## config.mk

```make
export PLATFORM = sky130hd
export DESIGN_NAME = modbus_rtu_response_check
export DESIGN_NICKNAME = d
export VERILOG_FILES = /design/src/design/mrc_pkg.sv /design/src/design/modbus_rtu_response_check.sv /design/src/design/mrc_in_reg.sv /design/src/design/mrc_frame.sv /design/src/design/mrc_out_reg.sv
export SDC_FILE = /design/constraint.sdc
export NUM_CORES = 1
export LEC_CHECK = 0
export BUFFER_PORTS_ARGS = -buffer_cell sky130_fd_sc_hd__buf_2
export CORE_MARGIN = 2
export CORE_UTILIZATION = 60
export DETAILED_ROUTE_END_ITERATION = 6
export PLACE_DENSITY = 0.88
export SYNTH_ARGS = -nofsm -noshare
export SYNTH_HDL_FRONTEND = slang
export SYNTH_SLANG_ARGS = --single-unit
export TNS_END_PERCENT = 10
```

## constraint.sdc

```tcl
create_clock -name clk_i -period 8.65 [get_ports clk_i]
set_input_delay 1.73 -clock clk_i [delete_from_list [all_inputs] [get_ports clk_i]]
set_output_delay 1.73 -clock clk_i [all_outputs]
set_load 0.1 [all_outputs]
```

## src/design/mrc_pkg.sv

```systemverilog
`timescale 1ns / 1ps

package mrc_pkg;

  localparam int unsigned MAX_FRAME_BYTES = 256;

  // request function codes with a special meaning
  localparam logic [7:0] FC_COILS       = 8'd1;
  localparam logic [7:0] FC_DISCRETE    = 8'd2;
  localparam logic [7:0] FC_HOLDING     = 8'd3;
  localparam logic [7:0] FC_INPUT       = 8'd4;
  localparam logic [7:0] FC_EXC_STATUS  = 8'd7;
  localparam logic [7:0] FC_MULTI_COILS = 8'd15;
  localparam logic [7:0] FC_MULTI_REGS  = 8'd16;
  localparam logic [7:0] FC_SLAVE_ID    = 8'd17;
  localparam logic [7:0] FC_WRITE_READ  = 8'd23;

  // configuration register indexes
  localparam logic CFG_REQ_FUNCTION = 1'b0;
  localparam logic CFG_REQ_QUANTITY = 1'b1;

  localparam logic [7:0] REQ_FUNCTION_RST = FC_HOLDING;
  localparam logic [15:0] REQ_QUANTITY_RST = 16'd1;

  typedef enum logic [2:0] {
    ST_OK        = 3'd0,
    ST_LENGTH    = 3'd1,
    ST_FUNCTION  = 3'd2,
    ST_COUNT     = 3'd3,
    ST_EXCEPTION = 3'd4
  } status_e;

  typedef struct packed {
    logic        is_verdict;
    logic [15:0] reg_value;
    status_e     status;
    logic [15:0] value_count;
  } result_t;

endpackage

```

## src/design/modbus_rtu_response_check.sv

```systemverilog
`timescale 1ns / 1ps

// Modbus RTU response checker. Response bytes enter on the slave stream one item per
// cycle, slave address first, with tlast on the final byte; CRC is not checked.
// For register reads each data word is sent out provisionally (tuser low) as its
// byte pair completes; the tlast byte yields one verdict (tuser high) with a status
// and, when ok, the confirmed value count. A byte passes an input register and a
// result register before its result is offered, and one byte per cycle is sustained
// as long as results are taken. The user must write the request function code and
// quantity through the config port only while no frame is in flight; the block
// itself does not enforce this. No clearing pass after reset.

module modbus_rtu_response_check #(
  parameter int unsigned MAX_FRAME_BYTES = mrc_pkg::MAX_FRAME_BYTES
) (
  input  logic        clk_i,
  input  logic        rst_ni,
  input  logic        s_axis_tvalid,
  output logic        s_axis_tready,
  input  logic [7:0]  s_axis_tdata,   // rsp_byte
  input  logic        s_axis_tlast,   // last_byte
  output logic        m_axis_tvalid,
  input  logic        m_axis_tready,
  output logic [39:0] m_axis_tdata,   // reg_value[15:0], status[18:16], value_count[34:19]
  output logic        m_axis_tuser,   // is_verdict
  input  logic        cfg_we_i,
  input  logic        cfg_index_i,
  input  logic [15:0] cfg_data_i
);

  logic [7:0]       req_function_q;
  logic [15:0]      req_quantity_q;

  logic             in_valid;
  logic [7:0]       in_byte;
  logic             in_last;
  logic             out_free;
  logic             advance;
  logic             res_valid;
  mrc_pkg::result_t res;
  mrc_pkg::result_t out_res;

  always_ff @(posedge clk_i or negedge rst_ni) begin
    if (!rst_ni) begin
      req_function_q <= mrc_pkg::REQ_FUNCTION_RST;
      req_quantity_q <= mrc_pkg::REQ_QUANTITY_RST;
    end else if (cfg_we_i) begin
      if (cfg_index_i == mrc_pkg::CFG_REQ_FUNCTION) begin
        req_function_q <= cfg_data_i[7:0];
      end
      if (cfg_index_i == mrc_pkg::CFG_REQ_QUANTITY) begin
        req_quantity_q <= cfg_data_i;
      end
    end
  end

  assign advance = in_valid && out_free;

  mrc_in_reg u_in_reg (
    .clk_i     (clk_i),
    .rst_ni    (rst_ni),
    .s_valid_i (s_axis_tvalid),
    .s_ready_o (s_axis_tready),
    .byte_i    (s_axis_tdata),
    .last_i    (s_axis_tlast),
    .advance_i (advance),
    .valid_o   (in_valid),
    .byte_o    (in_byte),
    .last_o    (in_last)
  );

  mrc_frame #(
    .MAX_FRAME_BYTES (MAX_FRAME_BYTES)
  ) u_frame (
    .clk_i          (clk_i),
    .rst_ni         (rst_ni),
    .step_i         (advance),
    .byte_i         (in_byte),
    .last_i         (in_last),
    .req_function_i (req_function_q),
    .req_quantity_i (req_quantity_q),
    .res_valid_o    (res_valid),
    .res_o          (res)
  );

  mrc_out_reg u_out_reg (
    .clk_i     (clk_i),
    .rst_ni    (rst_ni),
    .load_i    (res_valid),
    .res_i     (res),
    .free_o    (out_free),
    .m_valid_o (m_axis_tvalid),
    .m_ready_i (m_axis_tready),
    .res_o     (out_res)
  );

  assign m_axis_tdata = {5'd0, out_res.value_count, 3'(out_res.status), out_res.reg_value};
  assign m_axis_tuser = out_res.is_verdict;

  // a provisional word carries neither status nor count
  assert property (@(posedge clk_i) disable iff (!rst_ni)
    m_axis_tvalid && !m_axis_tuser |-> m_axis_tdata[34:16] == 19'd0)
    else $error("provisional word with status or count");

  // an empty result register never blocks the input side
  assert property (@(posedge clk_i) disable iff (!rst_ni)
    !m_axis_tvalid |-> s_axis_tready)
    else $error("input stalled with empty result register");

  // a verdict with a nonzero count must be ok
  assert property (@(posedge clk_i) disable iff (!rst_ni)
    m_axis_tvalid && m_axis_tuser && m_axis_tdata[34:19] != 16'd0
      |-> m_axis_tdata[18:16] == 3'(mrc_pkg::ST_OK))
    else $error("count reported on a failed verdict");

endmodule

```

## src/design/mrc_in_reg.sv

```systemverilog
`timescale 1ns / 1ps

module mrc_in_reg (
  input  logic       clk_i,
  input  logic       rst_ni,
  input  logic       s_valid_i,
  output logic       s_ready_o,
  input  logic [7:0] byte_i,
  input  logic       last_i,
  input  logic       advance_i,
  output logic       valid_o,
  output logic [7:0] byte_o,
  output logic       last_o
);

  logic       valid_d, valid_q;
  logic [7:0] byte_q;
  logic       last_q;
  logic       load;

  // slot frees up in the same cycle its item moves on
  assign s_ready_o = !valid_q || advance_i;
  assign load      = s_valid_i && s_ready_o;

  always_comb begin
    valid_d = valid_q;
    if (load) begin
      valid_d = 1'b1;
    end else if (advance_i) begin
      valid_d = 1'b0;
    end
  end

  always_ff @(posedge clk_i or negedge rst_ni) begin
    if (!rst_ni) begin
      valid_q <= 1'b0;
    end else begin
      valid_q <= valid_d;
    end
  end

  always_ff @(posedge clk_i) begin
    if (load) begin
      byte_q <= byte_i;
      last_q <= last_i;
    end
  end

  assign valid_o = valid_q;
  assign byte_o  = byte_q;
  assign last_o  = last_q;

endmodule

```

## src/design/mrc_frame.sv

```systemverilog
`timescale 1ns / 1ps

module mrc_frame #(
  parameter int unsigned MAX_FRAME_BYTES = mrc_pkg::MAX_FRAME_BYTES
) (
  input  logic             clk_i,
  input  logic             rst_ni,
  input  logic             step_i,
  input  logic [7:0]       byte_i,
  input  logic             last_i,
  input  logic [7:0]       req_function_i,
  input  logic [15:0]      req_quantity_i,
  output logic             res_valid_o,
  output mrc_pkg::result_t res_o
);

  localparam int unsigned PosW = $clog2(MAX_FRAME_BYTES + 2);
  localparam logic [PosW-1:0] PosMax  = PosW'(MAX_FRAME_BYTES);
  localparam logic [PosW-1:0] PosOver = PosW'(MAX_FRAME_BYTES + 1);

  logic [PosW-1:0] pos_d, pos_q;
  logic [7:0]      func_d, func_q;
  logic [7:0]      cnt_d, cnt_q;
  logic [15:0]     word_d, word_q;
  logic [7:0]      pend_d, pend_q;

  logic            is_reg_read;
  logic            word_ready;
  logic [13:0]     ceil8;
  logic [17:0]     expect_len;
  logic            any_len;
  logic            cnt_ok;
  logic [15:0]     cnt_val;
  logic            len_ok;
  logic            exc_match;
  mrc_pkg::status_e status;
  logic [15:0]     count;

  assign is_reg_read = req_function_i inside {mrc_pkg::FC_HOLDING, mrc_pkg::FC_INPUT,
                                              mrc_pkg::FC_WRITE_READ};

  // field capture and byte position, before any clearing at the frame end
  always_comb begin
    func_d     = func_q;
    cnt_d      = cnt_q;
    word_d     = word_q;
    pend_d     = pend_q;
    pos_d      = PosOver;
    word_ready = 1'b0;
    if (pos_q < PosMax) begin
      pos_d = pos_q + PosW'(1);
      if (pos_q == PosW'(1)) begin
        func_d = byte_i;
      end
      if (pos_q == PosW'(2)) begin
        cnt_d = byte_i;
      end
      if (pos_q == PosW'(4) || pos_q == PosW'(5)) begin
        word_d = {word_q[7:0], byte_i};
      end
      if (pos_q >= PosW'(3) && pos_q[0]) begin
        pend_d = byte_i;
      end
      // low byte of a data word inside the announced byte count
      if (pos_q >= PosW'(4) && !pos_q[0] && (32'(pos_q) - 32'd2) <= 32'(cnt_q) &&
          is_reg_read && func_q == req_function_i) begin
        word_ready = 1'b1;
      end
    end
  end

  assign ceil8 = {1'b0, req_quantity_i[15:3]} + 14'(|req_quantity_i[2:0]);

  always_comb begin
    expect_len = 18'd8;
    any_len    = 1'b0;
    cnt_ok     = 1'b1;
    cnt_val    = 16'd1;
    case (req_function_i)
      mrc_pkg::FC_COILS, mrc_pkg::FC_DISCRETE: begin
        expect_len = 18'd5 + 18'(ceil8);
        cnt_ok     = ceil8 == 14'(cnt_d);
        cnt_val    = 16'(cnt_d);
      end
      mrc_pkg::FC_HOLDING, mrc_pkg::FC_INPUT, mrc_pkg::FC_WRITE_READ: begin
        expect_len = 18'd5 + 18'({req_quantity_i, 1'b0});
        cnt_ok     = req_quantity_i == 16'(cnt_d[7:1]);
        cnt_val    = 16'(cnt_d[7:1]);
      end
      mrc_pkg::FC_EXC_STATUS: begin
        expect_len = 18'd6;
      end
      mrc_pkg::FC_MULTI_COILS, mrc_pkg::FC_MULTI_REGS: begin
        cnt_ok  = req_quantity_i == word_d;
        cnt_val = word_d;
      end
      mrc_pkg::FC_SLAVE_ID: begin
        any_len = 1'b1;
        cnt_val = 16'(cnt_d);
      end
      default: begin
        expect_len = 18'd8;
      end
    endcase
  end

  assign len_ok    = any_len || (32'(pos_d) == 32'(expect_len));
  // exception reply carries the request code with the top bit set
  assign exc_match = (32'(pos_d) == 32'd5) && func_d[7] && !req_function_i[7] &&
                     (func_d[6:0] == req_function_i[6:0]);

  always_comb begin
    status = mrc_pkg::ST_LENGTH;
    count  = 16'd0;
    if (32'(pos_d) > MAX_FRAME_BYTES) begin
      status = mrc_pkg::ST_LENGTH;
    end else if (len_ok) begin
      if (func_d != req_function_i) begin
        status = mrc_pkg::ST_FUNCTION;
      end else if (cnt_ok) begin
        status = mrc_pkg::ST_OK;
        count  = cnt_val;
      end else begin
        status = mrc_pkg::ST_COUNT;
      end
    end else if (exc_match) begin
      status = mrc_pkg::ST_EXCEPTION;
    end
  end

  always_comb begin
    res_o = '0;
    if (last_i) begin
      res_o.is_verdict  = 1'b1;
      res_o.status      = status;
      res_o.value_count = count;
    end else begin
      res_o.reg_value = {pend_q, byte_i};
      res_o.status    = mrc_pkg::ST_OK;
    end
  end

  assign res_valid_o = step_i && (last_i || word_ready);

  always_ff @(posedge clk_i or negedge rst_ni) begin
    if (!rst_ni) begin
      pos_q  <= '0;
      func_q <= '0;
      cnt_q  <= '0;
      word_q <= '0;
      pend_q <= '0;
    end else if (step_i) begin
      if (last_i) begin
        pos_q  <= '0;
        func_q <= '0;
        cnt_q  <= '0;
        word_q <= '0;
        pend_q <= '0;
      end else begin
        pos_q  <= pos_d;
        func_q <= func_d;
        cnt_q  <= cnt_d;
        word_q <= word_d;
        pend_q <= pend_d;
      end
    end
  end

endmodule

```

## src/design/mrc_out_reg.sv

```systemverilog
`timescale 1ns / 1ps

module mrc_out_reg (
  input  logic             clk_i,
  input  logic             rst_ni,
  input  logic             load_i,
  input  mrc_pkg::result_t res_i,
  output logic             free_o,
  output logic             m_valid_o,
  input  logic             m_ready_i,
  output mrc_pkg::result_t res_o
);

  logic             valid_d, valid_q;
  mrc_pkg::result_t res_q;

  assign free_o = !valid_q || m_ready_i;

  always_comb begin
    valid_d = valid_q;
    if (load_i) begin
      valid_d = 1'b1;
    end else if (m_ready_i) begin
      valid_d = 1'b0;
    end
  end

  always_ff @(posedge clk_i or negedge rst_ni) begin
    if (!rst_ni) begin
      valid_q <= 1'b0;
    end else begin
      valid_q <= valid_d;
    end
  end

  always_ff @(posedge clk_i) begin
    if (load_i) begin
      res_q <= res_i;
    end
  end

  assign m_valid_o = valid_q;
  assign res_o     = res_q;

endmodule
```

* Yosys cells after proc, flatten, opt, wreduce, memory -nomap -nowiden *
Index checks and enable logic that the tools add are counted.

cells by class
  multiplexer cells = 30
  bitwise operators = 4
  reductions and logical operators = 35
  eq/ne operators = 21
  add/subtract/negate cells = 5
  magnitude comparators = 5

operator list
  operator                                             number
  2-to-1 mux 8 bit                                     9
  one-hot mux 18 bit (3 select lines)                  1
  2-to-1 mux 16 bit                                    3
  one-hot mux 16 bit (3 select lines)                  1
  <= comparator 32 x 8 -> 1 bit                        1
  == test 9 x 3 -> 1 bit, second input constant        3
  == test 8 x 5 -> 1 bit, second input constant        3
  adder 3 x 17 -> 18 bit, first input constant         1
  == test 9 x 18 -> 1 bit                              1
  2-to-1 mux 9 bit                                     2
  == test 16 bit                                       1
  == test 16 x 7 -> 1 bit                              1
  == test 8 x 2 -> 1 bit, second input constant        2
  == test 8 x 3 -> 1 bit, second input constant        2
  adder 3 x 14 -> 15 bit, first input constant         1
  adder 13 x 1 -> 14 bit                               1
  == test 14 x 8 -> 1 bit                              1
  logical AND 1 bit                                    11
  subtractor 9 x 2 -> 10 bit, second input constant    1
  adder 9 x 1 -> 9 bit, second input constant          1
  == test 9 x 1 -> 1 bit, second input constant        1
  == test 9 x 2 -> 1 bit, second input constant        1
  >= comparator 9 x 2 -> 1 bit, second input constant  1
  >= comparator 9 x 3 -> 1 bit, second input constant  1
  21 further kinds                                     49

storage, ports and cells
  bits in registers = 120
  input port bits = 31
  logic and storage cells = 116
  output and inout bits = 43

* Logic depth before layout (Yosys ltp) *
  word-level depth = 10
  mapped depth = 16
  gate-level depth less buffers = 14

* Hierarchy *
From an unflattened synthesis, not the netlist that was laid out.

second synthesis, totals
  cells, all modules = 747
  area, all modules = 7,564.8 sq um

modules (own cells, without submodules)
  module                     instances  cells an instance  seq. area each (sq um)  area an instance (sq um)
  mrc_frame                  1          636                1,226.2                 5,073.6
  mrc_out_reg                1          39                 1,106.1                 1,128.6
  modbus_rtu_response_check  1          59                 604.3                   1,038.5
  mrc_in_reg                 1          13                 295.3                   324.1

* Worst setup path before layout *
Ideal clock, no wire load.

  path kind = register -> register
  start point = register u_frame.pos_q[3]
  end point = register u_out_reg.res_q (netlist bit u_out_reg.res_o[0]) (enable)
  arrival = 3.907 ns
  stages on the path, launching flop included = 13
  period minus slack after synthesis = 4.336 ns
  data required time = 8.221 ns
  path buffers = 2
  setup time = 0.429 ns
  setup slack = 4.314 ns
  cell sequence = dfrtp_1 > buf_6 > nor4_2 > clkbuf_1 > nand2_1 > xnor2_1 > ha_1 > nand3_1 > nor2_1 > nand2_1 > a2111oi_0 > nor2_1 > nor2_1

between the ends
  word-level cells in the longest chain between the ends = 9
  elaborated cells on any way between the ends = 12
  those cells by class = 1 x add/sub; 3 x order compare; 2 x mux; 6 x reduce/logical

RTL lines
  element                                                                     RTL line                         source
  from (decl)                                                                 mrc_frame.sv:21                  logic [PosW-1:0] pos_d, pos_q;
  from (signal assigned)                                                      mrc_frame.sv:160                 pos_q <= pos_d;
  subtractor 9 x 2 -> 10 bit or >= comparator 9 x 3 -> 1 bit (tied branches)  mrc_frame.sv:65                  if (pos_q >= PosW'(4) && !pos_q[0] && (32'(pos_q) - 32'd2) <= 32'(cnt_q) &&
  <= comparator 32 x 8 -> 1 bit or logical AND 1 bit (tied branches)          mrc_frame.sv:65
  logical AND 1 bit (2 in a row)                                              mrc_frame.sv:65
  logical AND 1 bit                                                           mrc_frame.sv:66                  is_reg_read && func_q == req_function_i) begin
  2-to-1 mux 1 bit                                                            mrc_frame.sv:65
  2-to-1 mux 1 bit *                                                          mrc_frame.sv:50                  if (pos_q < PosMax) begin
  logical OR 1 bit *                                                          mrc_frame.sv:143                 assign res_valid_o = step_i && (last_i || word_ready);
  logical AND 1 bit *                                                         mrc_frame.sv:143
  named net res_valid                                                         modbus_rtu_response_check.sv:39  logic res_valid;
  to (signal assigned)                                                        mrc_out_reg.sv:38                res_q <= res_i;
  to (decl)                                                                   mrc_out_reg.sv:15                mrc_pkg::result_t res_q;

The timed path passes the listed nets; every way through them passes the cells marked *.
A chain may end at the register's enable or synchronous reset.

* Worst setup path in the final report *
  start point = register u_frame.pos_q[3]
  end point = register u_out_reg.res_q (netlist bit u_out_reg.res_o[14]), data pin

between the ends
  word-level cells in the longest chain between the ends = 8
  elaborated cells on any way between the ends = 26
  those cells by class = 1 x add/sub; 2 x order compare; 9 x eq/ne; 9 x mux; 2 x bitwise; 3 x reduce/logical

RTL lines
  element
  parallel branches: the longest is 8 deep, another holds adder 9 x 1 -> 9 bit

Parallel ways; which one is timed is not known.

==> impl_results.md <==
* CTS hold repair buffers at 0
* CP Launch Type: flip-flop
* Synth cell types at 80
* H-tree levels at 4
* Status: finished with violations
* Total Power at ~2.4 mW
* Row count at 42
* Largest family of logic cells by synthesized area: simple AND/OR/NAND/NOR gates
* Synth Area in Simple Gates at 0.193
* Port Buffers at 68
* FMAX at about 190 MHz
* DR vias at 7231
* Pins Over Slew Limit at 0
* Share of layout cells above drive strength 1 at 0.180
* Antenna violations before repair at 0
* Number of synthesis warnings at 0
* Core Box Area at between 0.01 and 0.015 sq mm
* Setup Total Neg Slack at 0 ns
* Non-filler instance count after layout at ~1100
* Routability congestion estimate at roughly 1.0
* Tcrit/Tclk final at 0.598
* Via/cell ratio at ~6.8
* Rel. slew slack at 0.244
* Final setup vio count at 0
* Leading cell type in the layout, fill and taps excluded: dfrtp_1
* Clock Latency Late Sink at between 0.4 and 0.5 ns
* Die area at approximately 0.014 sq mm
* Worst Setup SP: u_frame.pos_q[3]$_DFFE_PN0P_
* Synth Area in Adders at 0.0277
* Max VDD drop at about 220 uV
* Die H at roughly 120 um
* Routed length per instance at between 20 and 25 um
* DRC viols at 2
* Final nets at 924
* Most frequent cells in the layout: 72 x dfrtp_1, 67 x buf_2, 54 x nand2_1
* Hold Path Class: flip-flop to flip-flop
* I/O pins at between 70 and 80
* CTS root buf: clkbuf_16
* Static leakage at 3.54 nW
* Die W at approximately 120 um
* Post-synth EDFFs at 45
* Antenna-violating nets left at 0
* WP data arrival at roughly 5.4 ns
* Unrepaired setup endpoints after global routing: false
* CTS buffer count at 17
* Max-cap viol count at 0
* Final Skew at roughly 0.0079 ns
* Crit path max fanout at 16
* Pwr Density at 271 mW/mm^2
* Fraction of registers with async set or reset after synthesis at 0.625
* Worst path required time at a little under 9 ns
* Worst slew pin tran at between 1 and 1.5 ns
* Dpl cell area at 0.00838 sq mm
* Seq cells post-synth at 120
* Critical path class: flip-flop to flip-flop
* Failing checks: design-rule violations
* Number of global-route vias before repair at about 6600
* Diodes inserted at 0
* Placed insts at approximately 1000
* Clock-pin transition on the worst setup and hold timing paths at around 0.06 ns
* Cell Area, Synth at between 0.008 and 0.009 sq mm
* CTS tree: done
* First-pass GRT wire length at 36000 um
* Post-synthesis sequential area ratio at 0.402
* Hold Violations, Final at 0
* Worst Setup End Kind: flip-flop
* Xor-xnor portion of the synthesized cell area at 0.0707
* Reg-to-Reg Start: u_frame.pos_q[3]$_DFFE_PN0P_
* Drt initial violations at 998
* Multi-input logic area at between 0.004 and 0.005 sq mm
* All-Layer GR Usage at 0.329
* Complex-gate fraction of the synthesized area at 0.175
* Sinks on Clock Net at 120
* Hold_sp: u_frame.pend_q[2]$_DFFE_PN0P_
* Top post-synthesis cells by area: dfrtp_1 22%, edfxtp_1 17%, mux2_2 5.2%
* Area growth syn-to-layout at 11.8%
* Avg Inst Size Synth at 9.51 sq um
* Postcts setup bufs at 0
* Mux contribution to synthesized area at 0.0829
* Synth Instances at ~850
* Register Area at about 0.0032 sq mm
* Number of fill cells in the layout at just under 1000
* DRT Pass-1 Iters at 7
* Starting density of the core at 0.610
* Hpwl dp at 16100 um
* Design area at between 0.008 and 0.009 sq mm
* Final Critical Period at just over 5 ns
* CTS Buffer Depth at 2
* Largest net degree at the start of global routing at 76
* Top FF cell, synth: dfrtp_1
* Grt ovf at 0
* Synth top area share at 0.224
* CTS resizes at 0
* Area leader, netlist: dfrtp_1
* Routed WL at ~23000 um
layer usage:
layer / global-route usage / share of wire
met1: 0.448 / 0.40
met2: 0.497 / 0.45
met3: 0.0779 / 0.12
met4: 0.158 / 0.043
met5: 0 / 0
Yosys cell counts (5+ instances only):
master / number
buf_4: 5
nand4_1: 19
nor4_1: 13
nor2b_1: 21
a22oi_1: 15
a22o_1: 5
a2111oi_0: 6
xnor2_1: 44
inv_1: 28
or3_1: 8
o21ai_0: 47
o22ai_1: 23
nand3_1: 17
a31oi_1: 8
nand2b_1: 12
ha_1: 17
mux2_2: 37
a221oi_1: 6
nor3b_1: 6
nor4b_1: 5
nor3_1: 25
or4_1: 5
o31ai_1: 6
mux2i_1: 25
edfxtp_1: 45
o31a_1: 5
nor2_1: 43
and4_1: 6
o21a_1: 9
and3_1: 16
nand2_1: 54
xor2_1: 21
a21oi_1: 38
clkbuf_1: 51
and2_1: 7
dfrtp_1: 72
final timing paths:
check / slack, ns / cells past startpoint / endpoint
min: 0.50 / 1 / u_frame.pend_q[2]$_DFFE_PN0P_
max reg2reg: 3.48 / 10 / u_out_reg.res_o[14]$_SDFFCE_PP0P_
max: 3.48 / 10 / u_out_reg.res_o[14]$_SDFFCE_PP0P_
min reg2reg: 0.50 / 1 / u_frame.pend_q[2]$_DFFE_PN0P_
min in group asynchronous: 1.46 / 1 / req_quantity_q[7]$_DFFE_PN0P_
max in group asynchronous: 6.53 / 1 / u_frame.pend_q[5]$_DFFE_PN0P_
logic make-up (layout without fill, tap and decap cells):
group	Yosys count	in the layout
AND/OR/NAND/NOR	276	276
buffers and inverters	94	133
multiplexers	62	62
XOR/XNOR	65	65
adder cells (fa/ha/maj)	18	18
flip-flops	120	120
other	1	5
AO/OA/AOI/OAI	210	210
state kept, by name, indices dropped and copies added (netlist names):
signal	count
u_frame.pend_q	8
u_frame.func_q	8
u_frame.word_q	16
req_function_q	8
u_out_reg.m_valid_o	1
u_in_reg.byte_o	8
req_quantity_q	16
u_frame.cnt_q	8
u_out_reg.res_o	36
u_in_reg.last_o	1
u_in_reg.valid_o	1
u_frame.pos_q	9
critical path, stage by stage (launching register included):
cell      delay (ns)
dfrtp_1         0.49
nor4_2          1.01
nand4_1         0.98
o2111a_1        0.59
o21a_1          0.17
nor4b_1         0.38
o211ai_1        0.19
o31ai_2         0.34
nand2_2         0.13
nor3_4          0.47
nor3b_2         0.26
power by group:
group / internal [mW] / switching, mW / leakage [nW]
registers: 0.691 / 0.159 / 1.39
logic: 0.321 / 0.526 / 1.85
clock network: 0.463 / 0.277 / 0.298
total: 1.48 / 0.961 / 3.54
through the flow:
stage | hold slack (ns) | worst slack (ns) | util
floorplan | 0.424 | 4.31 | -
global placement | 0.463 | 3.89 | 0.636
detailed placement | 0.479 | 3.63 | 0.636
CTS | 0.492 | 3.66 | 0.682
global route | 0.507 | 3.20 | 0.682
finish | 0.498 | 3.48 | 0.682
layout make-up:
type | count | area share
Multi-Input combinational cell | 636 | 0.495
Clock inverter | 13 | 0.0188
Tap cell | 176 | 0.0245
Clock buffer | 19 | 0.0492
Inverter | 29 | 0.0121
Sequential cell | 120 | 0.359
Timing Repair Buffer | 72 | 0.0415
(Power assumes the default switching activity.)
